===== src/hw/rtl/cmpe_pkg.sv =====
// Shared types and constants for the current mean / peak / energy meter.
// Configuration indices, reset values and the job record passed front to back.
// No dependencies.
`default_nettype none

package cmpe_pkg;

    localparam int CFG_IDX_W = 3;
    localparam int CFG_DATA_W = 32;

    localparam logic [CFG_IDX_W-1:0] CFG_LOGGING_ENABLED    = 3'd0;
    localparam logic [CFG_IDX_W-1:0] CFG_SAMPLE_INTERVAL_MS = 3'd1;
    localparam logic [CFG_IDX_W-1:0] CFG_LOG_INTERVAL_MS    = 3'd2;
    localparam logic [CFG_IDX_W-1:0] CFG_SUPPLY_MV          = 3'd3;
    localparam logic [CFG_IDX_W-1:0] CFG_PEAK_TRACKING      = 3'd4;

    localparam logic        RST_LOGGING_ENABLED    = 1'b0;
    localparam logic [31:0] RST_SAMPLE_INTERVAL_MS = 32'd100;
    localparam logic [31:0] RST_LOG_INTERVAL_MS    = 32'd1000;
    localparam logic [15:0] RST_SUPPLY_MV          = 16'd5000;
    localparam logic        RST_PEAK_TRACKING      = 1'b1;

    localparam int QUEUE_DEPTH_DEF = 2;

    typedef struct packed {
        logic        logging_enabled;
        logic [31:0] sample_interval_ms;
        logic [31:0] log_interval_ms;
        logic [15:0] supply_mv;
        logic        peak_tracking;
    } cfg_t;

    typedef struct packed {
        logic [31:0]        stamp_ms;
        logic signed [31:0] sum;
        logic [15:0]        count;
        logic [14:0]        peak;
        logic               peak_valid;
        logic [15:0]        volts_mv;
        logic [31:0]        elapsed_ms;
    } job_t;

endpackage

`default_nettype wire


===== src/hw/rtl/cmpe_back.sv =====
// Back end: bit-serial divide for the mean, power and energy multiplies,
// energy accumulator and output register. Depends on cmpe_pkg.
`default_nettype none

module cmpe_back
    import cmpe_pkg::*;
(
    input  wire logic clk,
    input  wire logic rst_n,
    input  wire logic q_empty,
    input  wire job_t q_head,
    output logic      pop,
    output logic      out_valid,
    input  wire logic out_stall,
    output logic [31:0] stamp_ms,
    output logic [15:0] mean_ma,
    output logic [14:0] peak_ma,
    output logic        peak_valid,
    output logic [15:0] volts_mv,
    output logic [31:0] power_uw,
    output logic [63:0] energy_nj,
    output logic [31:0] elapsed_ms
);

    localparam logic [2:0] ST_IDLE = 3'd0;
    localparam logic [2:0] ST_DIV  = 3'd1;
    localparam logic [2:0] ST_MUL1 = 3'd2;
    localparam logic [2:0] ST_MUL2 = 3'd3;
    localparam logic [2:0] ST_ACC  = 3'd4;

    logic [2:0]         state_reg, state_next;
    job_t               job_reg;
    logic [31:0]        quo_reg, quo_next;
    logic [15:0]        rem_reg, rem_next;
    logic [4:0]         step_reg, step_next;
    logic               neg_reg;
    logic [15:0]        mean_reg;
    logic signed [32:0] power_reg;
    logic [63:0]        de_reg;
    logic [63:0]        energy_reg;
    logic               out_valid_reg, out_valid_next;

    logic [16:0]        shifted;
    logic               ge;
    logic [31:0]        mag;
    logic [15:0]        mean_c;
    logic signed [32:0] mean_x;
    logic signed [32:0] mv_x;
    logic signed [32:0] prod1;
    logic signed [65:0] pow_x;
    logic signed [65:0] dt_x;
    logic signed [65:0] prod2;
    logic               out_free;
    logic               load_out;

    assign out_free  = ~out_valid_reg | ~out_stall;
    assign load_out  = (state_reg == ST_ACC) && out_free;
    assign pop       = (state_reg == ST_IDLE) && !q_empty;
    assign out_valid = out_valid_reg;

    always_comb
    begin
        shifted  = {rem_reg, quo_reg[31]};
        ge       = shifted >= {1'b0, job_reg.count};
        mag      = q_head.sum[31] ? 32'(-q_head.sum) : q_head.sum;
        mean_c   = neg_reg ? 16'(-quo_reg[15:0]) : quo_reg[15:0];
        mean_x   = {{17{mean_c[15]}}, mean_c};
        mv_x     = {17'd0, job_reg.volts_mv};
        prod1    = mean_x * mv_x;
        pow_x    = {{33{power_reg[32]}}, power_reg};
        dt_x     = {34'd0, job_reg.elapsed_ms};
        prod2    = pow_x * dt_x;

        state_next     = state_reg;
        quo_next       = quo_reg;
        rem_next       = rem_reg;
        step_next      = step_reg;
        out_valid_next = out_valid_reg & out_stall;

        case (state_reg)
            ST_IDLE:
            begin
                if (!q_empty)
                begin
                    quo_next   = mag;
                    rem_next   = '0;
                    step_next  = 5'd31;
                    state_next = ST_DIV;
                end
            end
            ST_DIV:
            begin
                rem_next  = ge ? 16'(shifted - {1'b0, job_reg.count}) : shifted[15:0];
                quo_next  = {quo_reg[30:0], ge};
                step_next = step_reg - 5'd1;
                if (step_reg == 5'd0)
                    state_next = ST_MUL1;
            end
            ST_MUL1:
            begin
                state_next = ST_MUL2;
            end
            ST_MUL2:
            begin
                state_next = ST_ACC;
            end
            ST_ACC:
            begin
                if (out_free)
                begin
                    out_valid_next = 1'b1;
                    state_next     = ST_IDLE;
                end
            end
            default:
            begin
                state_next = ST_IDLE;
            end
        endcase
    end

    always_ff @(posedge clk)
    begin
        if (pop)
        begin
            job_reg <= q_head;
            neg_reg <= q_head.sum[31];
        end
        if (state_reg == ST_MUL1)
        begin
            mean_reg  <= mean_c;
            power_reg <= prod1;
        end
        if (state_reg == ST_MUL2)
            de_reg <= prod2[63:0];
        quo_reg  <= quo_next;
        rem_reg  <= rem_next;
        step_reg <= step_next;
        if (load_out)
        begin
            stamp_ms   <= job_reg.stamp_ms;
            mean_ma    <= mean_reg;
            peak_ma    <= job_reg.peak;
            peak_valid <= job_reg.peak_valid;
            volts_mv   <= job_reg.volts_mv;
            power_uw   <= power_reg[31:0];
            energy_nj  <= energy_reg + de_reg;
            elapsed_ms <= job_reg.elapsed_ms;
        end
    end

    always_ff @(posedge clk or negedge rst_n)
    begin
        if (!rst_n)
        begin
            state_reg     <= ST_IDLE;
            out_valid_reg <= 1'b0;
            energy_reg    <= '0;
        end
        else
        begin
            state_reg     <= state_next;
            out_valid_reg <= out_valid_next;
            if (load_out)
                energy_reg <= energy_reg + de_reg;
        end
    end

    a_pop_only_idle: assert property (@(posedge clk) disable iff (!rst_n)
        pop |-> (state_reg == ST_IDLE))
        else $error("queue popped while back end busy");

    a_div_exit: assert property (@(posedge clk) disable iff (!rst_n)
        (state_reg == ST_DIV) |=> (state_reg == ST_DIV) || (state_reg == ST_MUL1))
        else $error("divider left early");

    a_load_shows: assert property (@(posedge clk) disable iff (!rst_n)
        load_out |=> out_valid_reg && (energy_nj == energy_reg))
        else $error("record load lost");

    a_energy_only_on_load: assert property (@(posedge clk) disable iff (!rst_n)
        (energy_reg != $past(energy_reg)) |-> $past(load_out))
        else $error("energy changed without a record");

endmodule

`default_nettype wire

===== config.mk =====
export PLATFORM = sky130hd
export DESIGN_NAME = cmpe_back
export DESIGN_NICKNAME = d
export VERILOG_FILES = /design/src/hw/rtl/cmpe_pkg.sv /design/src/hw/rtl/cmpe_back.sv
export SDC_FILE = /design/constraint.sdc
export NUM_CORES = 2
export LEC_CHECK = 0
export BUFFER_PORTS_ARGS = -buffer_cell sky130_fd_sc_hd__buf_4
export CAP_MARGIN = 20
export CORE_MARGIN = 2
export CORE_UTILIZATION = 45
export CTS_BUF_LIST = sky130_fd_sc_hd__clkbuf_8
export DETAILED_ROUTE_END_ITERATION = 16
export SLEW_MARGIN = 10
export SYNTH_ARGS = -nofsm -noshare
export SYNTH_HDL_FRONTEND = slang
export SYNTH_SLANG_ARGS = --single-unit
export TNS_END_PERCENT = 30

===== constraint.sdc =====
create_clock -name clk -period 15.7 [get_ports clk]
set_input_delay 0.785 -clock clk [delete_from_list [all_inputs] [get_ports clk]]
set_output_delay 0.785 -clock clk [all_outputs]
set_load 0.005 [all_outputs]

[Word level (Yosys, flattened, before mapping)]
Index checks and enable logic that the tools add are counted.
Storage, ports and cells
  register bits: 555
  word-level logic and storage cells: 66
Cells by class
  $mul: 2
  multiplexer cells: 15
  reduce and logical (&&, ||, !) cells: 8
  bitwise operators: 4
  add/sub/neg operators: 5
  equal/unequal tests: 7
  order comparisons: 1
Operator list (count)
  64-bit adder: 1
  33-bit by 33-bit multiplier with 64-bit output: 1
  32-bit two-way mux: 2
  32-bit case mux with 2 select lines: 1
  16-bit two-way mux: 3
  16-bit by 17-bit multiplier with 33-bit output: 1
  32-bit negation: 1
  16-bit case mux with 2 select lines: 1
  17-bit by 16-bit >= comparator with 1-bit output: 1
  16-bit negation: 1
  16-bit subtractor: 1
  3-bit case mux with 5 select lines: 1
  5-bit case mux with 2 select lines: 1
  3-bit two-way mux: 3
  3-bit by 2-bit equality test with 1-bit output, second input constant: 2
  2-bit != test, second input constant: 3
  5-bit logical NOT: 1
  5-bit two-way mux: 1
  5-bit by 1-bit subtractor with 5-bit output, second input constant: 1
  3-bit by 1-bit equality test with 1-bit output, second input constant: 1
  3-bit equality test, second input constant: 1
  3-bit logical NOT: 1
  3-bit AND reduction: 1
  1-bit logical AND: 2
  other kinds (7): 9

[Longest topological paths before layout]
  depth after elaboration: 4
  depth in mapped cells: 34
  gate-level depth less buffers: 31

[Worst setup path after synthesis]
Ideal clock, no wire load.
  path kind: input -> register
  start: input q_empty
  end: register quo_reg[0], enable pin
  stages: 2
  path buffers: 0
  path slack: 1900 ps
  setup time: 387 ps
  arrival time: 13413 ps
  data required time: 15313 ps
  cell sequence: nor4_1 > or2_2
On the way
  cells in the longest elaborated chain, start to end: 2
Ends and longest elaborated chain
  start: declaration: RTL line cmpe_back.sv:10  | input wire logic q_empty,
  2-bit != test (no line)
  2-bit AND reduction (no line)
  end signal: assignment: RTL line cmpe_back.sv:136  | quo_reg <= quo_next;
  end: declaration: RTL line cmpe_back.sv:33  | logic [31:0] quo_reg, quo_next;
Every way passes these cells.
A chain may end at the register's enable or synchronous reset.

[Worst setup path in the final report]
  start: register power_reg[19]
  end: register de_reg[62] (data pin)
On the way
  cells in the longest elaborated chain, start to end: 1
Ends and longest elaborated chain
  start: declaration: RTL line cmpe_back.sv:38  | logic signed [32:0] power_reg;
  start signal: assignment: RTL line cmpe_back.sv:132  | power_reg <= prod1;
  33-bit by 33-bit multiplier with 64-bit output: RTL line cmpe_back.sv:72  | prod2 = pow_x * dt_x;
  net prod2[62]: RTL line cmpe_back.sv:52  | logic signed [65:0] prod2;
  end signal: assignment: RTL line cmpe_back.sv:135  | de_reg <= prod2[63:0];
  end: declaration: RTL line cmpe_back.sv:39  | logic [63:0] de_reg;
The timed path passes the listed nets, and every way through them passes these cells.

==> results_dict.tcl <==
set metrics [dict create \
    period_share 0.5617 \
    drive_gt1_frac 0.09345 \
    min_period_ns 8.818 \
    grt_max_degree 103 \
    critPathCaptureType "flip-flop" \
    grt.overflow.total 0 \
    yosysSeqAreaShare 0.2352 \
    synth_top_area_share 0.3717 \
    finalWeightedCongestion 0.8735 \
    grt_use_total 0.2385 \
    worst_slew_pin_slew_ns 1.077 \
    stdcell_count 9132 \
    dp_cells 8936 \
    die_w_um 396.8 \
    met1Wirelength_um 81200 \
    yosys.area.top_type "fa_1" \
    clkSinkCount 555 \
    status "finished, final reports clean" \
    io_buffers 357 \
    met3_length_um 14470 \
    htreeDepth 3 \
    grt_pass1_vias 51760 \
    ios 358 \
    vias 47360 \
    setup_tns_ns 0 \
    avgRoutedWirePerCell_um 19.98 \
    cp_slowest_cell "edfxtp_1" \
    hold_start "q_head[18]" \
    hold_ws_ns 0.1185 \
    first_iter_violations 2838 \
    crit_top_cell "fa_1" \
    ff2ff_path_depth 29 \
    crit_type "reg2reg" \
    reg2reg_from "power_reg[19]" \
    rows 144 \
    antenna_found_initial 8 \
    wl_um 182400 \
    clock-root-buffer "clkbuf_8" \
    ys_warn_count 0 \
    synth-async-reset-ratio 0.1225 \
    grt_setup_unrepaired "no" \
    hold_class "in2reg" \
    synth_ff_type "edfxtp_1" \
    highest_layer "met5" \
    max_stage_delay_ns 0.79 \
    slew_viol_final 0 \
    start_util 0.4517 \
    synth_area_um2 69420 \
    firstDrtPassIters 6 \
    numCtsBuffers 103 \
    synth_area_leaders "fa_1, edfxtp_1, inv_1" \
    drtAntennaViolNets 0 \
    finalNetCount 8825 \
    cts_resized 0 \
    met2WireLength_um 82870 \
    slew_headroom 0.2818 \
    dp_hpwl_um 139800 \
    worst_r2r_endpoint "de_reg[62]" \
    grt_first_pass_wirelength_um 292900 \
    cts_hold_buf 1 \
    rrSetupSlack_ns 6.88 \
    drt-vias-per-instance 5.186 \
    fp.coreArea_um2 153700 \
    critPathRequiredTime_ns 16.36 \
    max_cap_viol_count 0 \
    synth_cells 6735 \
    hold_viol 0 \
    cts_tree "built" \
    syn_avg_cell_area_um2 10.31 \
    setup_viol 0 \
    fin_skew_ns 0.06148 \
    die_y_um 396.8 \
    arrival_ns 9.48 \
    clock_path_buffers 3 \
    max_freq_mhz 113.4 \
    cts_setup_buffers 0 \
    synth_cell_types 86 \
    path_clk_slew_ns 0.07 \
    synth_fp_nets 8562 \
    cp-start-kind "flip-flop" \
    whs_endpoint "dt_x[18]" \
    critPathLaunch "power_reg[19]" \
    worstPathMaxFanout 18 \
    whs_path_depth 1 \
    synth_edf_count 487 \
    area_delta_synth_final_pct 10.25 \
    die_area_um2 157400 \
    largest_reg_flops 80 \
    ys_ff_latch 555 \
    drc 0 \
    clk_latency_ns 0.84 \
]
## cell type report
type                            instances  area [um2]
Timing Repair Buffer                  456        3426
Antenna cell                            4       10.01
Inverter                             1397        5251
Clock buffer                          113        1555
Clock inverter                         78       663.1
Tap cell                             2044        2557
Fill cell                           14140       77160
Sequential cell                       555       16330
Multi-Input combinational cell       4485       46740
## critical path: cells and delay by family, from the launching register on
| kind | cells | cell delay (ns) |
|---|---|---|
| fa+ha+maj | 9 | 4.38 |
| compound gates | 8 | 2.05 |
| flops | 1 | 0.79 |
| buf+inv | 8 | 0.74 |
| simple gates | 4 | 0.63 |
## synthesized netlist by cell type, types with 16 or more instances
| cell | number |
|---|---|
| nor2_1 | 138 |
| and3_1 | 19 |
| nand3_1 | 41 |
| fa_1 | 1289 |
| a211oi_1 | 16 |
| o31ai_1 | 18 |
| o21bai_1 | 27 |
| xnor2_1 | 135 |
| nand2_1 | 794 |
| nand4_1 | 35 |
| edfxtp_1 | 487 |
| dfrtp_1 | 68 |
| inv_1 | 1396 |
| a31oi_1 | 24 |
| o21ai_0 | 125 |
| and2_1 | 807 |
| o21a_1 | 33 |
| clkbuf_1 | 278 |
| nor2b_1 | 18 |
| a21oi_1 | 171 |
| xor2_1 | 89 |
| ha_1 | 390 |
| nor3_1 | 29 |
| nand2b_1 | 22 |
| a21o_1 | 77 |
## cells in the final DEF (no fill, tap or decap), drive strengths merged, types with 135 or more instances in the layout
cell,n
inv,1431
xnor2,135
ha,390
o21ai,142
and2,807
edfxtp,487
nand2,794
buf,455
fa,1289
a21oi,172
nor2,138
## per-stage QoR
| step | util | area (um2) | setup WS [ns] |
|---|---|---|---|
| floorplan | - | 69420 | 1.900 |
| global placement | 0.4834 | 74290 | 6.910 |
| detailed placement | 0.4834 | 74290 | 6.824 |
| CTS | 0.4979 | 76520 | 6.846 |
| global route | 0.4979 | 76520 | 6.319 |
| finish | 0.4980 | 76530 | 6.882 |
## cell families after synthesis
logic type | share of synthesized area
AOI/OAI and AO/OA | 0.05622
xor gates and xnor gates | 0.02826
adders and majority gates | 0.4420
buffers and inverters | 0.09192
DFF | 0.2352
muxes | 0.004127
and+or+nand+nor | 0.1423
## metal layers
layer	track usage	vias up
li1	-	21150
met1	0.3365	24280
met2	0.3795	1636
met3	0.04855	288
met4	0.05500	4
met5	0	-
## worst max-delay path by stage
stage,endpoint,slack (ns)
after floorplan,quo_reg[0],1.90
after global placement,de_reg[59],6.91
after detailed placement,de_reg[59],6.82
after CTS,de_reg[59],6.85
after global routing,de_reg[59],6.32
final,de_reg[62],6.88
Power is not shown: default switching activity piles up to over one toggle a cycle in this logic, so the estimate is an artifact.
