<file path="config.mk">
export PLATFORM = sky130hd
export DESIGN_NAME = cmpe_front
export DESIGN_NICKNAME = d
export VERILOG_FILES = /design/src/hw/rtl/cmpe_pkg.sv /design/src/hw/rtl/cmpe_front.sv
export SDC_FILE = /design/constraint.sdc
export NUM_CORES = 1
export LEC_CHECK = 0
export ABC_CLOCK_PERIOD_IN_PS = 14250
export BUFFER_PORTS_ARGS = -buffer_cell sky130_fd_sc_hd__buf_2
export CORE_AREA = 2 2 175 177
export DETAILED_ROUTE_END_ITERATION = 16
export DIE_AREA = 0 0 177 179
export GPL_TIMING_DRIVEN = 0
export PLACE_DENSITY_LB_ADDON = 0.12
export SLEW_MARGIN = 0
export SYNTH_ARGS = -nofsm -noshare
export SYNTH_HDL_FRONTEND = slang
export SYNTH_SLANG_ARGS = --single-unit
</file>
<file path="constraint.sdc">
create_clock -name clk -period 14.25 [get_ports clk]
set_input_delay 2.1375 -clock clk [delete_from_list [all_inputs] [get_ports clk]]
set_output_delay 2.1375 -clock clk [all_outputs]
set_load 0.005 [all_outputs]
</file>
<file path="src/hw/rtl/cmpe_pkg.sv">
// Shared types and constants for the current mean / peak / energy meter.
// Configuration indices, reset values and the job record passed front to back.
// No dependencies.
`default_nettype none

package cmpe_pkg;

    localparam int CFG_IDX_W = 3;
    localparam int CFG_DATA_W = 32;

    localparam logic [CFG_IDX_W-1:0] CFG_LOGGING_ENABLED    = 3'd0;
    localparam logic [CFG_IDX_W-1:0] CFG_SAMPLE_INTERVAL_MS = 3'd1;
    localparam logic [CFG_IDX_W-1:0] CFG_LOG_INTERVAL_MS    = 3'd2;
    localparam logic [CFG_IDX_W-1:0] CFG_SUPPLY_MV          = 3'd3;
    localparam logic [CFG_IDX_W-1:0] CFG_PEAK_TRACKING      = 3'd4;

    localparam logic        RST_LOGGING_ENABLED    = 1'b0;
    localparam logic [31:0] RST_SAMPLE_INTERVAL_MS = 32'd100;
    localparam logic [31:0] RST_LOG_INTERVAL_MS    = 32'd1000;
    localparam logic [15:0] RST_SUPPLY_MV          = 16'd5000;
    localparam logic        RST_PEAK_TRACKING      = 1'b1;

    localparam int QUEUE_DEPTH_DEF = 2;

    typedef struct packed {
        logic        logging_enabled;
        logic [31:0] sample_interval_ms;
        logic [31:0] log_interval_ms;
        logic [15:0] supply_mv;
        logic        peak_tracking;
    } cfg_t;

    typedef struct packed {
        logic [31:0]        stamp_ms;
        logic signed [31:0] sum;
        logic [15:0]        count;
        logic [14:0]        peak;
        logic               peak_valid;
        logic [15:0]        volts_mv;
        logic [31:0]        elapsed_ms;
    } job_t;

endpackage

`default_nettype wire

</file>
<file path="src/hw/rtl/cmpe_front.sv">
// Front end: accepts items, keeps the sample window and log mark, and queues
// a job whenever a non-empty window is closed. Depends on cmpe_pkg.
`default_nettype none

module cmpe_front
    import cmpe_pkg::*;
(
    input  wire logic        clk,
    input  wire logic        rst_n,
    input  wire logic        in_valid,
    output logic             in_stall,
    input  wire logic [31:0] time_ms,
    input  wire logic [15:0] current_ma,
    input  wire logic        sensor_present,
    input  wire cfg_t        cfg,
    input  wire logic        q_full,
    output logic             push,
    output job_t             push_job
);

    logic [31:0]        sample_mark_reg, sample_mark_next;
    logic [31:0]        log_mark_reg, log_mark_next;
    logic signed [31:0] sum_reg, sum_next;
    logic [15:0]        count_reg, count_next;
    logic [14:0]        peak_reg, peak_next;

    logic               accept;
    logic               sample_due;
    logic               take;
    logic               log_due;
    logic signed [31:0] sum_upd;
    logic [15:0]        count_upd;
    logic [14:0]        peak_upd;
    logic [31:0]        dt;
    logic [31:0]        log_adv;

    assign in_stall = q_full;
    assign accept   = in_valid & ~q_full;

    always_comb
    begin
        sample_due = (time_ms - sample_mark_reg) >= cfg.sample_interval_ms;
        take       = sample_due && (count_reg != 16'hFFFF);
        dt         = time_ms - log_mark_reg;
        log_due    = dt >= cfg.log_interval_ms;
        log_adv    = log_mark_reg + cfg.log_interval_ms;

        sum_upd   = sum_reg;
        count_upd = count_reg;
        peak_upd  = peak_reg;
        if (take)
        begin
            sum_upd   = sum_reg + {{16{current_ma[15]}}, current_ma};
            count_upd = count_reg + 16'd1;
            if (cfg.peak_tracking && ($signed(current_ma) > $signed({1'b0, peak_reg})))
                peak_upd = current_ma[14:0];
        end

        sample_mark_next = sample_mark_reg;
        log_mark_next    = log_mark_reg;
        sum_next         = sum_reg;
        count_next       = count_reg;
        peak_next        = peak_reg;
        push             = 1'b0;

        push_job.stamp_ms   = time_ms;
        push_job.sum        = sum_upd;
        push_job.count      = count_upd;
        push_job.peak       = cfg.peak_tracking ? peak_upd : 15'd0;
        push_job.peak_valid = cfg.peak_tracking;
        push_job.volts_mv   = cfg.supply_mv;
        push_job.elapsed_ms = dt;

        if (accept && cfg.logging_enabled)
        begin
            if (!sensor_present)
            begin
                sum_next   = '0;
                count_next = '0;
                peak_next  = '0;
            end
            else
            begin
                if (sample_due)
                    sample_mark_next = time_ms;
                sum_next   = sum_upd;
                count_next = count_upd;
                peak_next  = peak_upd;
                if (log_due)
                begin
                    log_mark_next = (log_adv == 32'd0) ? time_ms : log_adv;
                    push          = (count_upd != 16'd0);
                    sum_next      = '0;
                    count_next    = '0;
                    peak_next     = '0;
                end
            end
        end
    end

    always_ff @(posedge clk or negedge rst_n)
    begin
        if (!rst_n)
        begin
            sample_mark_reg <= '0;
            log_mark_reg    <= '0;
            sum_reg         <= '0;
            count_reg       <= '0;
            peak_reg        <= '0;
        end
        else
        begin
            sample_mark_reg <= sample_mark_next;
            log_mark_reg    <= log_mark_next;
            sum_reg         <= sum_next;
            count_reg       <= count_next;
            peak_reg        <= peak_next;
        end
    end

endmodule

`default_nettype wire

</file>
==> Yosys cells after proc, flatten, opt, wreduce, memory -nomap -nowiden <==
Cells that the tools add are included.
{ "totals": {"in_bits": 135, "word_cells": 38, "register_bits": 127, "out_inout_bits": 146} }
{ "classes": {"add_sub_neg": 5, "eq_ne": 1, "mux": 15, "bitwise_logic": 2, "reduce_logical": 7, "magnitude_cmp": 3} }
{ "ops": {"columns": ["operator", "count"], "rows": [
  ["32-bit 2-to-1 mux", 4],
  ["15-bit 2-to-1 mux", 5],
  ["32-bit adder", 2],
  ["32-bit greater-or-equal comparator", 2],
  ["32-bit subtractor", 2],
  ["16-bit 2-to-1 mux", 3],
  ["32-bit zero test", 1],
  ["16-bit by 1-bit adder with 16-bit output, second input constant", 1],
  ["16-bit greater-than comparator", 1],
  ["16-bit inequality test, second input constant", 1],
  ["16-bit nonzero test", 1],
  ["3-bit AND reduction", 2],
  ["1-bit logical AND", 3],
  ["1-bit 2-to-1 mux", 3],
  ["1-bit bitwise AND", 1],
  ["1-bit NOT", 1]
]} }

==> Longest topological paths before layout <==
Gate-level depths: netlist (run 1).
{ "depth": {"ltp_word": 8, "depth_mapped": 26, "depth_no_buf": 26} }

==> Worst setup path before layout (run 1) <==
No wires, ideal clock.
{ "synth_timing": {"kind": "input -> output", "start": "input time_ms[0]", "end": "output push_job[53] (netlist bit)", "t_arrival_ns": 7.153, "required_ns": 12.113, "cell_stages": 25, "n_path_buf": 2, "path_slack_ns": 4.960, "path_cell_list": "inv_1 -> ha_1 -> inv_1 -> fa_1 -> a211oi_1 -> o21ai_0 -> and3_1 -> o211a_1 -> o211ai_1 -> a21oi_1 -> o41a_1 -> o31ai_1 -> o21ai_1 -> xor2_1 -> ha_1 -> nand4_1 -> or2_2 -> o31ai_1 -> o21ba_2 -> a21o_1 -> buf_2 -> nand3_1 -> buf_2 -> mux2i_1 -> nor2b_1"} }
{ "synth_rtl": {"columns": ["element", "line", "source"], "rows": [
  ["start: declaration", "cmpe_front.sv:12", "input wire logic [31:0] time_ms,"],
  ["end: declaration", "cmpe_front.sv:18", "output job_t push_job"]
]} }

==> impl_metrics.yaml, run 1 <==
status:
  outcome: "completed"
cells_and_area:
  drive_gt1_share_pct: 18.3
  fin_util_pct: 57.2
  syn_to_final_growth_pct: 17.0
  fillerInstances: 2827
  instances_no_fill: 2500
  layout.nets: 2434
worst_setup_path:
  crit_fanout: 10
  reg2reg_to: "sum_reg[24]$_DFFE_PN0P_"
  r2r_cells: 22
  timing.rr.start: "log_mark_reg[1]$_DFFE_PN0P_"
  startpoint_type: "primary input"
  r2r_setup_slack_ns: 7.20
  cp.required_ns: 12.11
  worstSetupEndpointType: "output port"
  cp.arrival_ns: 8.58
  worstSetupPathType: "in2out"
global_routing:
  grt_max_degree: 81
  first_global_vias: 13500
  grt_pass1_wl_microns: 68200
  antenna_found_initial: 2
  groute.usage.overall_pct: 26.9
  grt_remaining_overflow: 0
synth:
  ys_types: 83
  ys_seq_elements: 127
  synth_common_cells: "ha_1 (204), inv_1 (176), nand2_1 (159)"
  syn_area_sq_um: 14700
  async_flop_share_pct: 100
  synthesis.nets: 2150
  synth_area_leader_cell: "dfrtp_1"
  synth-seq-area-share_pct: 21.7
  yosysWarnings: 0
  synth_flop_cell: "dfrtp_1"
  synthCells: 1807
  synthTopCellsByArea: "dfrtp_1 (22%), ha_1 (17%), xnor2_1 (5.0%)"
  synth_edf_count: 0
  yosys.area.top_type_share_pct: 21.7
  synth_most_common_cell: "ha_1"
  avgSynthCellArea_sq_um: 8.12
timing:
  setup_viol: 0
  slew_headroom_pct: 33.4
  max_freq_mhz: 93.3
  finClkSkew_ns: 0.0127
  period_share_pct: 75.2
  tightest_slew_ns: 0.998
  setup_ws_ns: 3.53
  min_period_ns: 10.72
  rsz0062_at_grt: "false"
  tns_ns: 0
  hold_viol_final: 0
  slew_viol_final: 0
clock_network:
  ctsHoldBuffers: 0
  clk-insertion-delay-late_ns: 0.43
  ctsResizeCount: 0
  clock_tree.buffer_depth: 2
  cts_setup_buffers: 0
  cts_max_level: 4
  clkSlewWorstSetupHoldPaths_ns: 0.06
  cts_buffers: 17
  cts_root_buf: "clkbuf_16"
  cts_tree: "built"
  cts.sinks: 127
power:
  p_per_area_nw_per_um2: 224
  total_power_uw: 3850
  ir_drop_mv: 0.140
  cellLeakagePower_uw: 0.00888
min_path:
  holdPathStages: 1
  worst_hold_startpoint: "sample_mark_reg[0]$_DFFE_PN0P_"
  min_to: "sample_mark_reg[0]$_DFFE_PN0P_"
  hp-class: "reg2reg"
die:
  io_pins: 281
  coreArea_sq_um: 30000
  fp.dieW_microns: 177
  die_h_microns: 179
  die-area_sq_um: 31700
  rows: 64
  initial_core_util_pct: 48.9
run:
  drv_cap: 0
place:
  dp_slack_ns: 3.61
  dp.cells: 2468
  dp_hpwl_microns: 34500
  gp_congestion: 0.909
  numPortBuffers: 264
routing:
  drc: 0
  drtIter0Drc: 829
  via_per_inst: 5.64
  finalWirelength_microns: 43200
  ant_nets: 0
  dr.pass1.iters: 5
  wl_per_cell_microns: 17.3
  route.vias.total: 14100
==> worst max-delay path, cell delays in order <==
cell	delay, ns
buf_2	0.12
inv_1	0.09
ha_1	0.18
inv_1	0.06
fa_1	0.41
a211oi_1	0.28
o21ai_0	0.18
and3_1	0.23
o211a_1	0.22
o211ai_1	0.24
a21oi_1	0.17
o41a_1	0.42
o31ai_1	0.42
o21ai_1	0.16
xor2_1	0.17
ha_1	0.30
nand4_1	0.16
or2_2	0.36
o31ai_1	0.53
o21ba_2	0.22
a21oi_1	0.19
nor2_1	0.59
nand2_1	0.21
xnor2_1	0.33
buf_2	0.18
==> metal layers <==
metal / track usage, % / routed length (microns)
met1: 34.8 / 19400
met2: 46.8 / 20700
met3: 3.48 / 2080
met4: 7.78 / 975
met5: 0 / 13
==> cell usage in the layout (no fill, tap or decap), types with 33 or more instances in the layout <==
cell type and n:
clkbuf_1 35, inv_1 176, o21ai_0 125, dfrtp_1 127, a21oi_1 121, ha_1 204
nor2_1 96, buf_2 269, xor2_1 37, nand2_1 159, nand3_1 33, a22o_1 47
a21o_1 84, buf_4 50, xnor2_1 83
==> stage by stage <==
step,hold WS (ns),cell area (sq um)
finish,0.520,17200
global route,0.549,17200
CTS,0.524,17200
detailed placement,0.508,16500
global placement,0.494,16500
floorplan,0.475,14700
==> worst max-delay path by stage <==
| stage | end | start |
|---|---|---|
| floorplan | push_job[53] | time_ms[0] |
| global placement | push | time_ms[0] |
| detailed placement | push | time_ms[0] |
| CTS | push | time_ms[0] |
| global route | push | time_ms[0] |
| finish | push_job[73] | time_ms[0] |
==> logic make-up after synthesis <==
group / synth area share [%]
buf+inv: 8.49
simple gates: 14.5
compound gates: 27.8
xor+xnor: 7.16
mux: 2.45
flops: 21.7
fa+ha+maj: 17.9
==> power by group <==
| part | switching [uW] | internal [uW] |
|---|---|---|
| clock network | 176 | 310 |
| logic | 1580 | 1210 |
| registers | 95.3 | 494 |
| total | 1850 | 2010 |
==> cell type report <==
cell class | instances | area, sq um | share of cell area (%)
antenna | 1 | 2.50 | 0.0146
clock buffer | 17 | 425 | 2.48
tap | 396 | 495 | 2.89
multi-input combinational | 1406 | 10300 | 59.7
clock inverter | 14 | 218 | 1.27
sequential | 127 | 3180 | 18.5
timing repair buffer | 265 | 1360 | 7.89
inverter | 178 | 668 | 3.89
buffer | 96 | 578 | 3.37
(Power assumes the default switching activity.)
==> run 2: changes to the inputs <==
Settings changed: ABC_AREA from default to 1, ABC_CLOCK_PERIOD_IN_PS 14250 to 11100, CORE_AREA 2 2 175 177 to 2 2 186 188, DIE_AREA 0 0 177 179 to 0 0 188 190.
Clock period 14.25 ns to 11.1 ns, I/O delays scaled along.
==> run 2 against run 1 <==
Effect of this change: critical path depth rose by 11; sequential power up 27%; clock skew fell by 0.0031 ns; routed wire length up 30%; flip-flop and latch count did not move; worst hold slack worse by 0.019 ns; critical path type unchanged; combinational power up 45%; core utilization shrank 0.61 points; clock-buffer cell count grew 6; setup slack got worse by 1.2 ns; highest routed layer is now met4.
==> impl_metrics.yaml, run 2 <==
worst_setup_path:
  cp.arrival_ns: 7.14
  worstSetupEndpointType: "output port"
  cp_slowest_cell: "clkbuf_1"
  critPathBufInv: 6
  path_common_cell: "nand2_1"
  worst_path_dominant_cell_family: "simple AND/OR/NAND/NOR gates"
  crit_path_start: "time_ms[0]"
  timing.rr.start: "log_mark_reg[5]$_DFFE_PN0P_"
  r2r_cells: 20
  max_stage_delay_ns: 0.53
  reg2reg_to: "sum_reg[27]$_DFFE_PN0P_"
  r2r_setup_slack_ns: 5.16
  crit_fanout: 10
  startpoint_type: "primary input"
  worstSetupPathType: "in2out"
  cp.required_ns: 9.44
global_routing:
  grt_max_degree: 70
  groute.usage.overall_pct: 31.6
  grt_pass1_wl_microns: 88900
  first_global_vias: 17400
  antenna_found_initial: 1
  grt_remaining_overflow: 0
timing:
  max_freq_mhz: 114
  period_share_pct: 79.3
  slew_headroom_pct: 20.2
  slew_viol_final: 0
  min_period_ns: 8.80
  hold_viol_final: 0
  rsz0062_at_grt: "false"
  whs_ns: 0.501
  setup_viol: 0
  tightest_slew_ns: 1.19
  tns_ns: 0
  finClkSkew_ns: 0.00962
place:
  gp_congestion: 0.989
  numPortBuffers: 264
  dp.cells: 3379
  dp_hpwl_microns: 46900
min_path:
  holdPathStages: 2
  worst_hold_startpoint: "sample_mark_reg[0]$_DFFE_PN0P_"
  min_to: "sample_mark_reg[0]$_DFFE_PN0P_"
  hp-class: "reg2reg"
status:
  outcome: "completed"
synth:
  synth_most_common_cell: "nand2_1"
  synth_common_cells: "nand2_1 (742), inv_1 (428), nor2_1 (250)"
  synthTopCellsByArea: "dfrtp_1 (19%), nand2_1 (17%), ha_1 (15%)"
  synthesis.nets: 3002
  ys_types: 49
  avgSynthCellArea_sq_um: 6.27
  yosysWarnings: 0
  syn_area_sq_um: 16700
  synth_edf_count: 0
  ys_seq_elements: 127
  synth-seq-area-share_pct: 19.1
  async_flop_share_pct: 100
  synth_area_leader_cell: "dfrtp_1"
  yosys.area.top_type_share_pct: 19.1
  synthCells: 2659
  synth_flop_cell: "dfrtp_1"
clock_network:
  ctsHoldBuffers: 0
  cts_max_level: 4
  clock_tree.buffer_depth: 2
  clkSlewWorstSetupHoldPaths_ns: 0.05
  cts.sinks: 127
  cts_tree: "built"
  cts_buffers: 17
  cts_setup_buffers: 0
  cts_root_buf: "clkbuf_16"
  clk-insertion-delay-late_ns: 0.45
  ctsResizeCount: 0
routing:
  wl_met1_microns: 23800
  dr.pass1.iters: 6
  drc: 0
  top_layer: "met4"
  drtIter0Drc: 1129
  ant_nets: 0
  route.vias.total: 18000
  wl_per_cell_microns: 16.5
  via_per_inst: 5.28
  finalWirelength_microns: 56100
  wl_met3_microns: 3480
  wl_met2_microns: 27100
die:
  die-area_sq_um: 35700
  coreArea_sq_um: 33900
  rows: 68
  initial_core_util_pct: 49.1
  die_h_microns: 190
  io_pins: 281
  fp.dieW_microns: 188
cells_and_area:
  layout.nets: 3286
  instances_no_fill: 3411
  drive_gt1_share_pct: 14.9
  layout_commonest_cell: "nand2_1"
  final_cell_mix: "nand2_1 (742), inv_1 (428), buf_2 (266), nor2_1 (250), ha_1 (204)"
  syn_to_final_growth_pct: 15.3
power:
  p_per_area_nw_per_um2: 280
  total_power_uw: 5370
  cellLeakagePower_uw: 0.0110
  ir_drop_mv: 0.169
run:
  drv_cap: 0
-- run 2: cell count changes after synthesis, moves of 32 or more --
cell / before / now
a21o_1: 84 / 12
nand2_1: 159 / 742
a21oi_1: 121 / 202
nand3_1: 33 / 117
a31o_1: 32 / 0
a22o_1: 47 / 14
xnor2_1: 83 / 41
nor2_1: 96 / 250
inv_1: 176 / 428
-- run 2: final cells by class --
cell class                      instances  area [sq um]
Antenna cell                            1          2.50
Clock inverter                          8           129
Sequential cell                       127          3180
Clock buffer                           23           488
Inverter                              441          1660
Multi-Input combinational cell       1998         11300
Tap cell                              455           569
Buffer                                 93           576
Fill cell                            3546         14700
Timing Repair Buffer                  265          1360
-- run 2: worst max path at each step --
stage              endpoint  slack [ns]  depth (start not counted)
6_report               push        2.30                         36
5_1_grt                push        1.68                         36
4_1_cts                push        2.33                         36
3_5_place_dp           push        2.36                         36
3_3_place_gp           push        2.32                         36
2_1_floorplan  push_job[59]        4.12                         32
-- run 2: worst register-to-register path: cells and delay by family, from the launching register on --
family | cells | cell delay [ns]
AO/OA/AOI/OAI | 11 | 2.24
XOR/XNOR | 1 | 0.47
adder cells (fa/ha/maj) | 2 | 0.73
buffers and inverters | 2 | 0.66
flip-flops | 1 | 0.38
AND/OR/NAND/NOR | 4 | 1.39
-- run 2: cell families (layout without fill, tap and decap cells) --
logic type / count (synthesis) / after routing / synth area share, %
and+or+nand+nor: 1255 / 1255 / 31.8
DFF: 127 / 127 / 19.1
buffers and inverters: 534 / 830 / 13.4
other: 0 / 1 / 0
adders and majority gates: 208 / 208 / 15.8
xor gates and xnor gates: 96 / 96 / 5.05
AOI/OAI and AO/OA: 438 / 438 / 14.8
muxes: 1 / 1 / 0.0676
-- run 2: report_power, final --
| group | leakage, uW | total [uW] | internal (uW) | switching [uW] |
|---|---|---|---|---|
| Clock | 0.000300 | 601 | 377 | 224 |
| Combinational | 0.00915 | 4020 | 1450 | 2570 |
| Sequential | 0.00159 | 747 | 623 | 123 |
| Total | 0.0110 | 5370 | 2450 | 2920 |
-- run 2: through the flow --
| step | worst slack (ns) | util [%] | instance area [sq um] |
|---|---|---|---|
| floorplan | 4.12 | - | 16700 |
| global placement | 2.32 | 54.7 | 18600 |
| detailed placement | 2.36 | 54.8 | 18600 |
| CTS | 2.33 | 56.6 | 19200 |
| global route | 1.68 | 56.6 | 19200 |
| finish | 2.30 | 56.6 | 19200 |
-- run 2: routing by layer --
metal  global-route usage [%]  vias to the layer above
met1                     38.3                     8284
met5                        0                        -
met4                     10.8                        0
li1                         -                     9052
met3                     5.37                      111
met2                     56.4                      553
