## src/hw/rtl/cmpe_pkg.sv

```systemverilog
// Shared types and constants for the current mean / peak / energy meter.
// Configuration indices, reset values and the job record passed front to back.
// No dependencies.
`default_nettype none

package cmpe_pkg;

    localparam int CFG_IDX_W = 3;
    localparam int CFG_DATA_W = 32;

    localparam logic [CFG_IDX_W-1:0] CFG_LOGGING_ENABLED    = 3'd0;
    localparam logic [CFG_IDX_W-1:0] CFG_SAMPLE_INTERVAL_MS = 3'd1;
    localparam logic [CFG_IDX_W-1:0] CFG_LOG_INTERVAL_MS    = 3'd2;
    localparam logic [CFG_IDX_W-1:0] CFG_SUPPLY_MV          = 3'd3;
    localparam logic [CFG_IDX_W-1:0] CFG_PEAK_TRACKING      = 3'd4;

    localparam logic        RST_LOGGING_ENABLED    = 1'b0;
    localparam logic [31:0] RST_SAMPLE_INTERVAL_MS = 32'd100;
    localparam logic [31:0] RST_LOG_INTERVAL_MS    = 32'd1000;
    localparam logic [15:0] RST_SUPPLY_MV          = 16'd5000;
    localparam logic        RST_PEAK_TRACKING      = 1'b1;

    localparam int QUEUE_DEPTH_DEF = 2;

    typedef struct packed {
        logic        logging_enabled;
        logic [31:0] sample_interval_ms;
        logic [31:0] log_interval_ms;
        logic [15:0] supply_mv;
        logic        peak_tracking;
    } cfg_t;

    typedef struct packed {
        logic [31:0]        stamp_ms;
        logic signed [31:0] sum;
        logic [15:0]        count;
        logic [14:0]        peak;
        logic               peak_valid;
        logic [15:0]        volts_mv;
        logic [31:0]        elapsed_ms;
    } job_t;

endpackage

`default_nettype wire

```

## src/hw/rtl/cmpe_queue.sv

```systemverilog
// Short job queue between the front and back ends, flop based.
// Depends on cmpe_pkg for the job record.
`default_nettype none

module cmpe_queue
    import cmpe_pkg::*;
#(
    parameter int DEPTH = QUEUE_DEPTH_DEF
)
(
    input  wire logic clk,
    input  wire logic rst_n,
    input  wire logic push,
    input  wire job_t push_job,
    input  wire logic pop,
    output job_t      head,
    output logic      empty,
    output logic      full
);

    localparam int PTR_W = (DEPTH > 1) ? $clog2(DEPTH) : 1;
    localparam int CNT_W = $clog2(DEPTH + 1);
    localparam logic [PTR_W-1:0] LAST = PTR_W'(DEPTH - 1);

    job_t             slot_reg [DEPTH];
    logic [PTR_W-1:0] wr_ptr_reg, wr_ptr_next;
    logic [PTR_W-1:0] rd_ptr_reg, rd_ptr_next;
    logic [CNT_W-1:0] cnt_reg, cnt_next;
    logic             do_push;
    logic             do_pop;

    assign empty   = (cnt_reg == '0);
    assign full    = (cnt_reg == CNT_W'(DEPTH));
    assign head    = slot_reg[rd_ptr_reg];
    assign do_push = push & ~full;
    assign do_pop  = pop & ~empty;

    always_comb
    begin
        wr_ptr_next = wr_ptr_reg;
        rd_ptr_next = rd_ptr_reg;
        cnt_next    = cnt_reg;
        if (do_push)
            wr_ptr_next = (wr_ptr_reg == LAST) ? '0 : wr_ptr_reg + 1'b1;
        if (do_pop)
            rd_ptr_next = (rd_ptr_reg == LAST) ? '0 : rd_ptr_reg + 1'b1;
        if (do_push && !do_pop)
            cnt_next = cnt_reg + 1'b1;
        else if (!do_push && do_pop)
            cnt_next = cnt_reg - 1'b1;
    end

    always_ff @(posedge clk)
    begin
        if (do_push)
            slot_reg[wr_ptr_reg] <= push_job;
    end

    always_ff @(posedge clk or negedge rst_n)
    begin
        if (!rst_n)
        begin
            wr_ptr_reg <= '0;
            rd_ptr_reg <= '0;
            cnt_reg    <= '0;
        end
        else
        begin
            wr_ptr_reg <= wr_ptr_next;
            rd_ptr_reg <= rd_ptr_next;
            cnt_reg    <= cnt_next;
        end
    end

endmodule

`default_nettype wire

```

## config.mk

```make
export PLATFORM = sky130hd
export DESIGN_NAME = cmpe_queue
export DESIGN_NICKNAME = d
export VERILOG_FILES = /design/src/hw/rtl/cmpe_pkg.sv /design/src/hw/rtl/cmpe_queue.sv
export SDC_FILE = /design/constraint.sdc
export NUM_CORES = 1
export LEC_CHECK = 0
export ABC_AREA = 1
export BUFFER_PORTS_ARGS = -buffer_cell sky130_fd_sc_hd__clkbuf_2
export CAP_MARGIN = 20
export CORE_ASPECT_RATIO = 0.75
export CORE_MARGIN = 2
export CORE_UTILIZATION = 45
export CTS_BUF_LIST = sky130_fd_sc_hd__clkbuf_16
export DETAILED_ROUTE_END_ITERATION = 7
export PLACE_DENSITY_LB_ADDON = 0.12
export SLEW_MARGIN = 20
export SYNTH_ARGS = -nofsm -noshare
export SYNTH_HDL_FRONTEND = slang
export SYNTH_SLANG_ARGS = --single-unit
```

## constraint.sdc

```tcl
create_clock -name clk -period 8 [get_ports clk]
set_input_delay 1.6 -clock clk [delete_from_list [all_inputs] [get_ports clk]]
set_output_delay 1.6 -clock clk [all_outputs]
set_load 0.005 [all_outputs]
```

# Word level (Yosys, flattened, before mapping)
# Memories as Yosys holds them, arrays and structs flattened.
# Cells that the tools add are included.
[classes]
n_mux = 6
eq_ne = 1
bitwise_logic = 4
addsub = 4
reduce_logical = 6
[op_table]
columns = ["cell", "n"]
rows = [
  ["$mux W1", 4],
  ["$mux W2", 2],
  ["$add A1 B1 Y1 const B", 2],
  ["$add A2 B1 Y2 const B", 1],
  ["$and A1 B1 Y1", 2],
  ["$eq A2 B2 Y1 const B", 1],
  ["$logic_and A1 B1 Y1", 2],
  ["$logic_not A1 Y1", 2],
  ["$logic_not A2 Y1", 1],
  ["$not A1 Y1", 2],
  ["$reduce_bool A2 Y1", 1],
  ["$sub A2 B1 Y2 const B", 1],
]
[totals]
n_memories = 1
out_inout_bits = 146
ramBits = 288
reg_bits = 4
in_bits = 148
[mem_list]
columns = ["memory", "words", "word_bits", "read_ports", "rd_clocked_by_memory_dff", "wr", "line_no", "rtl"]
rows = [
  ["slot_reg", 2, 144, 1, 0, 1, "cmpe_queue.sv:25", "job_t slot_reg [DEPTH];"],
]

# Logic depth before layout (Yosys ltp)
# Gate-level depths: netlist (run 1).
[depth]
ltp_word = 7
mapped_depth = 9
ltp_nobuf = 9

# Worst setup path before layout (run 1)
# Ideal clock, no wire load.
[synth_timing]
path_type = "input-to-reg"
startpoint = "input port push"
endpoint = "memory slot_reg[1][0] (netlist bit), enable pin"
setup_time_ps = 649
required_ps = 7351
stages = 2
setup_slack_ps = -334
t_arrival_ps = 7685
path_buffers = 0
cell_sequence = "o21ai_0 -> nor2_1"
[synth_between]
elab_chain_cells = 3
[synth_rtl]
columns = ["element", "line_no", "rtl"]
rows = [
  ["from (decl)", "cmpe_queue.sv:13", "input wire logic push,"],
  ["$and A1 B1 Y1", "cmpe_queue.sv:35", "assign do_push = push & ~full;"],
  ["$mux W1", "cmpe_queue.sv:55", "if (do_push)"],
  ["$mux W1 (not written as such)", "cmpe_queue.sv:56", "slot_reg[wr_ptr_reg] <= push_job;"],
  ["to (decl)", "cmpe_queue.sv:25", ""],
]
# No other way between the ends.

==> results of run 1 <==
## cell type report
type	instances	area [sq um]
Timing Repair Buffer	299	1510
Clock buffer	29	726
Multi-Input combinational cell	452	1730
Inverter	8	37.5
Tap cell	300	375
Sequential cell	292	8750
Clock inverter	23	156
Fill cell	1932	9840
## per-stage QoR
stage                     worst slack (ps)  util (%)
after global placement                3700      53.6
final                                 3180      57.5
after detailed placement              3680      53.6
after floorplan                       2090         -
after global routing                  2900      57.5
after CTS                             3120      57.5
## routing by layer
layer  global-route usage, %  up-vias
li1                        -     3243
met1                    24.1     3071
met2                    27.2      246
met3                    6.24       28
met4                    3.79        2
met5                       0        -
## path summary, 6_finish.rpt
check                      slack [ps]                   start                         end  depth (start not counted)
max reg2reg                      5320  cnt_reg[1]$_DFFE_PN0P_  slot_reg[0][139]$_DFFE_PP_                          6
min in group asynchronous         870                   rst_n      wr_ptr_reg$_DFFE_PN0P_                          1
min reg2reg                       490  wr_ptr_reg$_DFFE_PN0P_      wr_ptr_reg$_DFFE_PN0P_                          2
max                              3180  rd_ptr_reg$_DFFE_PN0P_                    head[30]                          5
min                               490  wr_ptr_reg$_DFFE_PN0P_      wr_ptr_reg$_DFFE_PN0P_                          2
max in group asynchronous        6980                   rst_n      rd_ptr_reg$_DFFE_PN0P_                          1
## critical path, cell delays in order (launching register included)
cell	delay, ps
dfrtp_4	740
inv_4	570
buf_4	870
nand2_1	100
nand2_1	160
clkbuf_2	130
## power breakdown
group / internal [mW] / switching, mW
Sequential: 2.09 / 0.124
Clock: 0.719 / 0.541
Combinational: 0.466 / 0.880
## cell families (layout without fill, tap and decap cells)
| group | after synthesis | count (layout) | share of synthesized area [%] |
|---|---|---|---|
| AOI/OAI and AO/OA | 2 | 2 | 0.0939 |
| xor gates and xnor gates | 1 | 1 | 0.0822 |
| adders and majority gates | 1 | 1 | 0.117 |
| and+or+nand+nor | 448 | 448 | 15.8 |
| DFF | 292 | 292 | 82.1 |
| buffers and inverters | 39 | 359 | 1.80 |
## synthesized netlist by cell type, types with 2 or more instances
cell,count
inv_1,7
dfrtp_1,4
edfxtp_1,288
buf_2,15
nor2_1,4
nand2_1,441
o21ai_0,2
buf_4,7
clkbuf_1,9
==> flow_summary.toml, run 1 <==
[timing]
hold_viol_final = 0
min_period_ps = 4820
worst_pin_slew_ps = 1010
drv_slew = 0
fin_setup_tns_ps = 0
timing.fmax_mhz = 207
rsz0062_at_grt = "no"
post-route-period-util_pct = 60.3
whs_ps = 494
slew_headroom_pct = 32.7
skew_ps = 9.91
setup_viol = 0

[layout]
final_common_cell = "nand2_1"
antenna_cells = 0
finalNonFillerCells = 1403
drive_gt1_share_pct = 31.2
finalInstanceArea_sq_um = 13300
nNetsFinal = 1231
final_cell_mix = "441 x nand2_1, 293 x clkbuf_2, 288 x edfxtp_1, 29 x clkbuf_16, 11 x inv_1"
area_delta_synth_final_pct = 24.6
largest_reg_flops = 288

[power_and_ir_drop]
leakagePower_nw = 5.79
cellPowerDensity_nw_per_um2 = 363
total_power_mw = 4.82
ir_worst_vdd_uv = 215

[synthesis]
yosysWarningCount = 0
synth-async-reset-ratio_pct = 1.37
synth.distinct_cells = 15
syn_nets = 932
synthFlopType = "edfxtp_1"
synth_top_area_share_pct = 81.1
synth_top_cell_by_area = "edfxtp_1"
synth_area_leaders = "edfxtp_1 81%, nand2_1 16%, dfrtp_1 0.94%"
synth_enable_flop_cells = 288
synth_area_sq_um = 10700
ys_ff_latch = 292
ys_seq_area_share_pct = 82.1
avgSynthCellArea_sq_um = 13.6
netlist_instances = 783

[setup_path]
worst_ep_arrival_time_ps = 3220
cp_data_required_time_ps = 6400
endpoint_kind = "output pin"
crit_path_start_kind = "register"
cp_max_fo = 89
worst-setup-path-type = "register to output pin"

[detailed_routing]
wl_met1_mm = 10.0
vias = 6590
routed_wl_mm = 22.9
drtAntennaViolNets = 0
drtIter0Drc = 425
drt-pass1-iter-count = 4
wl_met2_mm = 10.2
route.met3.wl_mm = 2.23
wl_per_cell_um = 16.3
drt-vias-per-instance = 4.70
top_layer = "met5"
drc_errors = 0

[cts]
post_cts_resized = 0
root_buffer = "clkbuf_16"
cts.sinks = 292
tritoncts = "built"
clkSlewWorstSetupHoldPaths_ps = 60
cts_buffers = 29
clockBufferDepth = 3
clk_latency_ps = 530
htreeDepth = 1
holdBufCountCts = 0
cts_setup_buffers = 0

[global_routing]
antenna_found_initial = 1
grt_overflow = 0
grt_max_degree = 98
grt_pass1_wl_mm = 33.7
grtUsageTotal_pct = 17.5
grt_pass1_vias = 6085

[placed_design]
gp_congestion = 0.763
place_area_sq_um = 12400
hpwl_mm = 14.3
portBuffers = 293
dp_cells = 1351

[die]
die_h_um = 137
rows = 48
die_w_um = 182
num_io_pins = 294
die_area_sq_um = 24900
start_util_pct = 46.1
core_area_sq_um = 23100

[run_status]
status = "finished, final reports clean"

[run]
drv_cap = 0

[worst_hold_path]
hold_class = "register to register"
Power figures use the tool's default switching activity.
==> inputs of run 2 (changes only) <==
==> constraint.sdc (replaced) <==
create_clock -name clk -period 4 [get_ports clk]
set_input_delay 0.8 -clock clk [delete_from_list [all_inputs] [get_ports clk]]
set_output_delay 0.8 -clock clk [all_outputs]
set_load 0.005 [all_outputs]
==> run 2 against run 1 <==
  * Register-to-register slack worse by 3800 ps
  * Cell count is 0.57% higher
  * Sequential share of layout area is 0.54 points lower
==> flow_summary.toml, run 2 (same netlist as run 1, synthesis figures left out) <==
[run_status]
status = "finished, final reports clean"

[setup_path]
crit_path_start_kind = "register"
cp_max_fo = 46
worst_ep_arrival_time_ps = 2360
endpoint_kind = "output pin"
worst-setup-path-type = "register to output pin"
cp_data_required_time_ps = 3200

[timing]
fin_setup_tns_ps = 0
drv_slew = 0
setup_viol = 0
post-route-period-util_pct = 79.1
worst_pin_slew_ps = 775
min_period_ps = 3160
hold_viol_final = 0
slew_headroom_pct = 48.3
skew_ps = 8.61
timing.fmax_mhz = 316
rsz0062_at_grt = "no"

[layout]
largest_reg_flops = 288
fin_util_pct = 57.9
num-fill-cells = 1893
final_cell_mix = "441 x nand2_1, 293 x clkbuf_2, 288 x edfxtp_1, 31 x clkbuf_16, 18 x inv_1"
final_common_cell = "nand2_1"
nNetsFinal = 1235
drive_gt1_share_pct = 31.2
area_delta_synth_final_pct = 25.7

[detailed_routing]
drtAntennaViolNets = 0
wl_per_cell_um = 15.8
drc_errors = 0
drt-pass1-iter-count = 6
drtIter0Drc = 479
vias = 6556
drt-vias-per-instance = 4.65
routed_wl_mm = 22.3

[cts]
root_buffer = "clkbuf_16"
clk_latency_ps = 540
cts_buffers = 30
htreeDepth = 1
cts.sinks = 292
holdBufCountCts = 0
tritoncts = "built"
clkSlewWorstSetupHoldPaths_ps = 60
post_cts_resized = 0
clockBufferDepth = 3
cts_setup_buffers = 0

[die]
die_h_um = 137
core_area_sq_um = 23100
start_util_pct = 46.1
die_area_sq_um = 24900
num_io_pins = 294
rows = 48
die_w_um = 182

[global_routing]
grt_max_degree = 87
grt_pass1_wl_mm = 32.8
grtUsageTotal_pct = 17.1
grt_pass1_vias = 6029
grt_overflow = 0
antenna_found_initial = 1

[power_and_ir_drop]
ir_worst_vdd_uv = 477
cellPowerDensity_nw_per_um2 = 728
leakagePower_nw = 5.87

[placed_design]
portBuffers = 293
gp_congestion = 0.733
hpwl_mm = 14.1

[worst_hold_path]
hold_class = "primary input to asynchronous set/reset pin"

[run]
drv_cap = 0
[run 2: final timing paths]
check                                       start                    endpoint  depth (start not counted)  slack (ps)
max                        rd_ptr_reg$_DFFE_PN0P_                   head[109]                          5         840
min                                         rst_n      wr_ptr_reg$_DFFE_PN0P_                          1          60
max reg2reg                cnt_reg[1]$_DFFE_PN0P_   slot_reg[0][26]$_DFFE_PP_                          7        1540
min reg2reg                wr_ptr_reg$_DFFE_PN0P_      wr_ptr_reg$_DFFE_PN0P_                          2         510
max in group asynchronous                   rst_n      rd_ptr_reg$_DFFE_PN0P_                          1        3790
min in group clk                    push_job[127]  slot_reg[0][127]$_DFFE_PP_                          1         440
[run 2: per-stage QoR]
step | area (sq um) | hold WS (ps) | worst slack [ps] | power, mW | instances
6_report | 13400 | 60.1 | 836 | 9.75 | 1411
5_1_grt | 13400 | 44.2 | 674 | 10.3 | 1410
4_1_cts | 13400 | 37.6 | 775 | 9.91 | 1410
3_5_place_dp | 12500 | 485 | 1170 | 7.29 | 1354
3_3_place_gp | 12500 | 485 | 1170 | 7.26 | 1354
2_1_floorplan | 10700 | 450 | 472 | 5.94 | 783
[run 2: critical path: stages (launching register included)]
cell and delay [ps]:
dfrtp_4 700, inv_4 260, buf_4 480, nand2_1 90, nand2_1 130, clkbuf_2 130
[run 2: power breakdown]
part	internal [mW]	total [mW]	switching, mW
clock network	1.52	2.60	1.08
logic	0.966	2.76	1.79
registers	4.17	4.39	0.223
[run 2: layer usage]
metal,GRT usage (%),vias up,wire length (um)
met2,26.4,215,10000
met5,0,-,0
met4,4.79,0,578
li1,-,3263,-
met3,5.60,41,1940
met1,23.5,3037,9790
[run 2: cell type report]
type                    count  area (sq um)  share of cell area, %
clock buffers              31           776                   5.79
multi-input cells         452          1730                   12.9
clock inverters            25           155                   1.16
flip-flops and latches    292          8750                   65.3
well taps                 300           375                   2.80
diodes                      1          2.50                 0.0187
repair buffers            302          1570                   11.7
inverters                   8          36.3                  0.271
==> inputs of run 3 (changes only) <==
--- a/config.mk
+++ b/config.mk
@@ -5,7 +5,7 @@
 export SDC_FILE = /design/constraint.sdc
 export NUM_CORES = 1
 export LEC_CHECK = 0
-export ABC_AREA = 1
+export ABC_AREA = 0
 export BUFFER_PORTS_ARGS = -buffer_cell sky130_fd_sc_hd__clkbuf_2
 export CAP_MARGIN = 20
 export CORE_ASPECT_RATIO = 0.75
==> constraint.sdc (replaced) <==
create_clock -name clk -period 3.25 [get_ports clk]
set_input_delay 0.65 -clock clk [delete_from_list [all_inputs] [get_ports clk]]
set_output_delay 0.65 -clock clk [all_outputs]
set_load 0.005 [all_outputs]
==> run 3 against run 2 <==
  * Combinational power grew 26%
  * Routed wire length shrank 7.9%
  * Die area grew 1.1%
  * Cell count shrank 21%
  * First-iteration DRC count shrank 41%
  * Largest power group unchanged
  * Area after synthesis grew 1.1%
  * Critical path depth shrank 2
  * Core utilization shrank 0.30 points
  * Clock power grew 22%
  * Sequential share of layout area shrank 1.3 points
  * Non-clock buffer count grew 4
==> flow_summary.toml, run 3 <==
[run_status]
status = "finished, final reports clean"

[synthesis]
syn_nets = 616
synth_area_leaders = "edfxtp_1 80%, mux2_2 9.8%, mux2_4 7.0%"
synth_top_cell_by_area = "edfxtp_1"
yosysWarningCount = 0
synth_enable_flop_cells = 288
ys_seq_area_share_pct = 81.2
ys_ff_latch = 292
synth_top_area_share_pct = 80.2
synthTopCellsByCount = "288 x edfxtp_1, 94 x mux2_2, 50 x mux2_4"
yosysMostFrequentCell = "edfxtp_1"
synthFlopType = "edfxtp_1"
synth.distinct_cells = 15
avgSynthCellArea_sq_um = 23.1
netlist_instances = 467
synth-async-reset-ratio_pct = 1.37
synth_area_sq_um = 10800

[setup_path]
endpoint_kind = "output pin"
crit_chain = "buf_4 -> mux2_2 -> clkbuf_2"
cp_max_fo = 42
worst-setup-path-type = "register to output pin"
r2r_slack_ps = 1290
r2r_start = "cnt_reg[0]$_DFFE_PN0P_"
crit_path_start_kind = "register"
crit-reg2reg-capture = "slot_reg[0][96]$_DFFE_PP_"
worst_r2r_path_depth = 4
slowest_stage = "dfrtp_4"
cp.buffers_inverters = 2
cpPeakStageDelay_ps = 880
worst_ep_arrival_time_ps = 2230
cp_data_required_time_ps = 2600
cp_top_family = "flip-flops"

[die]
core_area_sq_um = 23700
num_io_pins = 294
rows = 49
die_h_um = 138
die_w_um = 183
die_area_sq_um = 25200
start_util_pct = 45.4

[layout]
final_cell_mix = "293 x clkbuf_2, 288 x edfxtp_1, 94 x mux2_2, 50 x mux2_4, 29 x clkbuf_16"
area_delta_synth_final_pct = 26.9
drive_gt1_share_pct = 61.1
fin_util_pct = 57.6
largest_reg_flops = 288
final_common_cell = "clkbuf_2"
num-fill-cells = 1853
antenna_cells = 0
nNetsFinal = 937

[timing]
drv_slew = 0
worst_pin_slew_ps = 702
post-route-period-util_pct = 88.6
timing.fmax_mhz = 347
setup_slack_ps = 371
fin_setup_tns_ps = 0
slew_headroom_pct = 53.2
min_period_ps = 2880
skew_ps = 13.2
whs_ps = 303
setup_viol = 0
rsz0062_at_grt = "no"
hold_viol_final = 0

[cts]
clk_latency_ps = 530
tritoncts = "built"
cts_setup_buffers = 0
htreeDepth = 1
root_buffer = "clkbuf_16"
cts_buffers = 29
clkSlewWorstSetupHoldPaths_ps = 60
cts.sinks = 292
clockBufferDepth = 3

[worst_hold_path]
whs_path_depth = 1
hold_class = "primary input to register"
whs_endpoint = "slot_reg[0][120]$_DFFE_PP_"
hold_start = "push_job[120]"

[detailed_routing]
drt-pass1-iter-count = 4
drt-vias-per-instance = 4.82
wl_per_cell_um = 18.4
drtAntennaViolNets = 0
drtIter0Drc = 282
routed_wl_mm = 20.6
vias = 5372
drc_errors = 0

[placed_design]
pre_cts_slack_ps = 865
gp_congestion = 0.739
portBuffers = 293
hpwl_mm = 14.1

[global_routing]
grtUsageTotal_pct = 15.8
grt_pass1_vias = 5672
antenna_found_initial = 0
grt_overflow = 0
grt_max_degree = 87
grt_pass1_wl_mm = 31.0

[run]
drv_cap = 0

[power_and_ir_drop]
total_power_mw = 12.1
leakagePower_nw = 5.34
ir_worst_vdd_uv = 558
cellPowerDensity_nw_per_um2 = 885
-- run 3: cell count changes in the layout (fill, tap and decap cells not counted), moves of 4 or more --
cell and delta:
inv_1 -11, mux2_2 +94, buf_4 -4, mux2_4 +50
nand2_1 -441, buf_12 +7
-- run 3: metal layers --
metal | routed length [um] | vias up | global-route usage (%) | share of wire, %
li1 | - | 2513 | - | -
met1 | 8570 | 2593 | 19.8 | 42
met2 | 9440 | 226 | 25.6 | 46
met3 | 1980 | 40 | 5.82 | 9.6
met4 | 564 | 0 | 4.97 | 2.7
met5 | 0 | - | 0 | 0
-- run 3: how the worst max path moves through the flow --
stage                                     to                    from  depth (start not counted)  slack (ps)
floorplan           slot_reg[0][0]$_DFFE_PP_                    push                          2           6
global placement                     head[2]  rd_ptr_reg$_DFFE_PN0P_                          3         910
detailed placement                   head[6]  rd_ptr_reg$_DFFE_PN0P_                          3         870
CTS                                  head[6]  rd_ptr_reg$_DFFE_PN0P_                          3         280
global route                         head[8]  rd_ptr_reg$_DFFE_PN0P_                          3         240
finish                               head[6]  rd_ptr_reg$_DFFE_PN0P_                          3         370
-- run 3: kinds of logic after synthesis --
group,share of synthesized area (%)
and+or+nand+nor,0.255
muxes,16.8
buffers and inverters,1.22
AOI/OAI and AO/OA,0.0464
xor gates and xnor gates,0.406
adders and majority gates,0.116
DFF,81.2
-- run 3: final cells by class --
type,count,area [sq um],area share [%]
clock buffers,29,726,5.31
clock inverters,23,186,1.36
inverters,2,7.51,0.0549
multi-input cells,157,1930,14.1
flip-flops and latches,292,8750,64.0
well taps,306,383,2.80
repair buffers,306,1690,12.4
-- run 3: stage by stage --
step                area [sq um]  cells
CTS                        13700   1115
finish                     13700   1115
detailed placement         12800   1062
global placement           12800   1062
floorplan                  10800    467
global route               13700   1115
-- run 3: repair_timing --
item                                    in CTS  in global routing
resized for setup                            0                  0
hold buffers                                 1                  0
endpoints found under the setup margin       0                  0
hold endpoints to repair                     4                  0
-- run 3: report_power, final --
part | total, mW | switching [mW] | internal, mW
registers | 5.46 | 0.316 | 5.14
logic | 3.48 | 1.62 | 1.86
clock network | 3.16 | 1.31 | 1.85
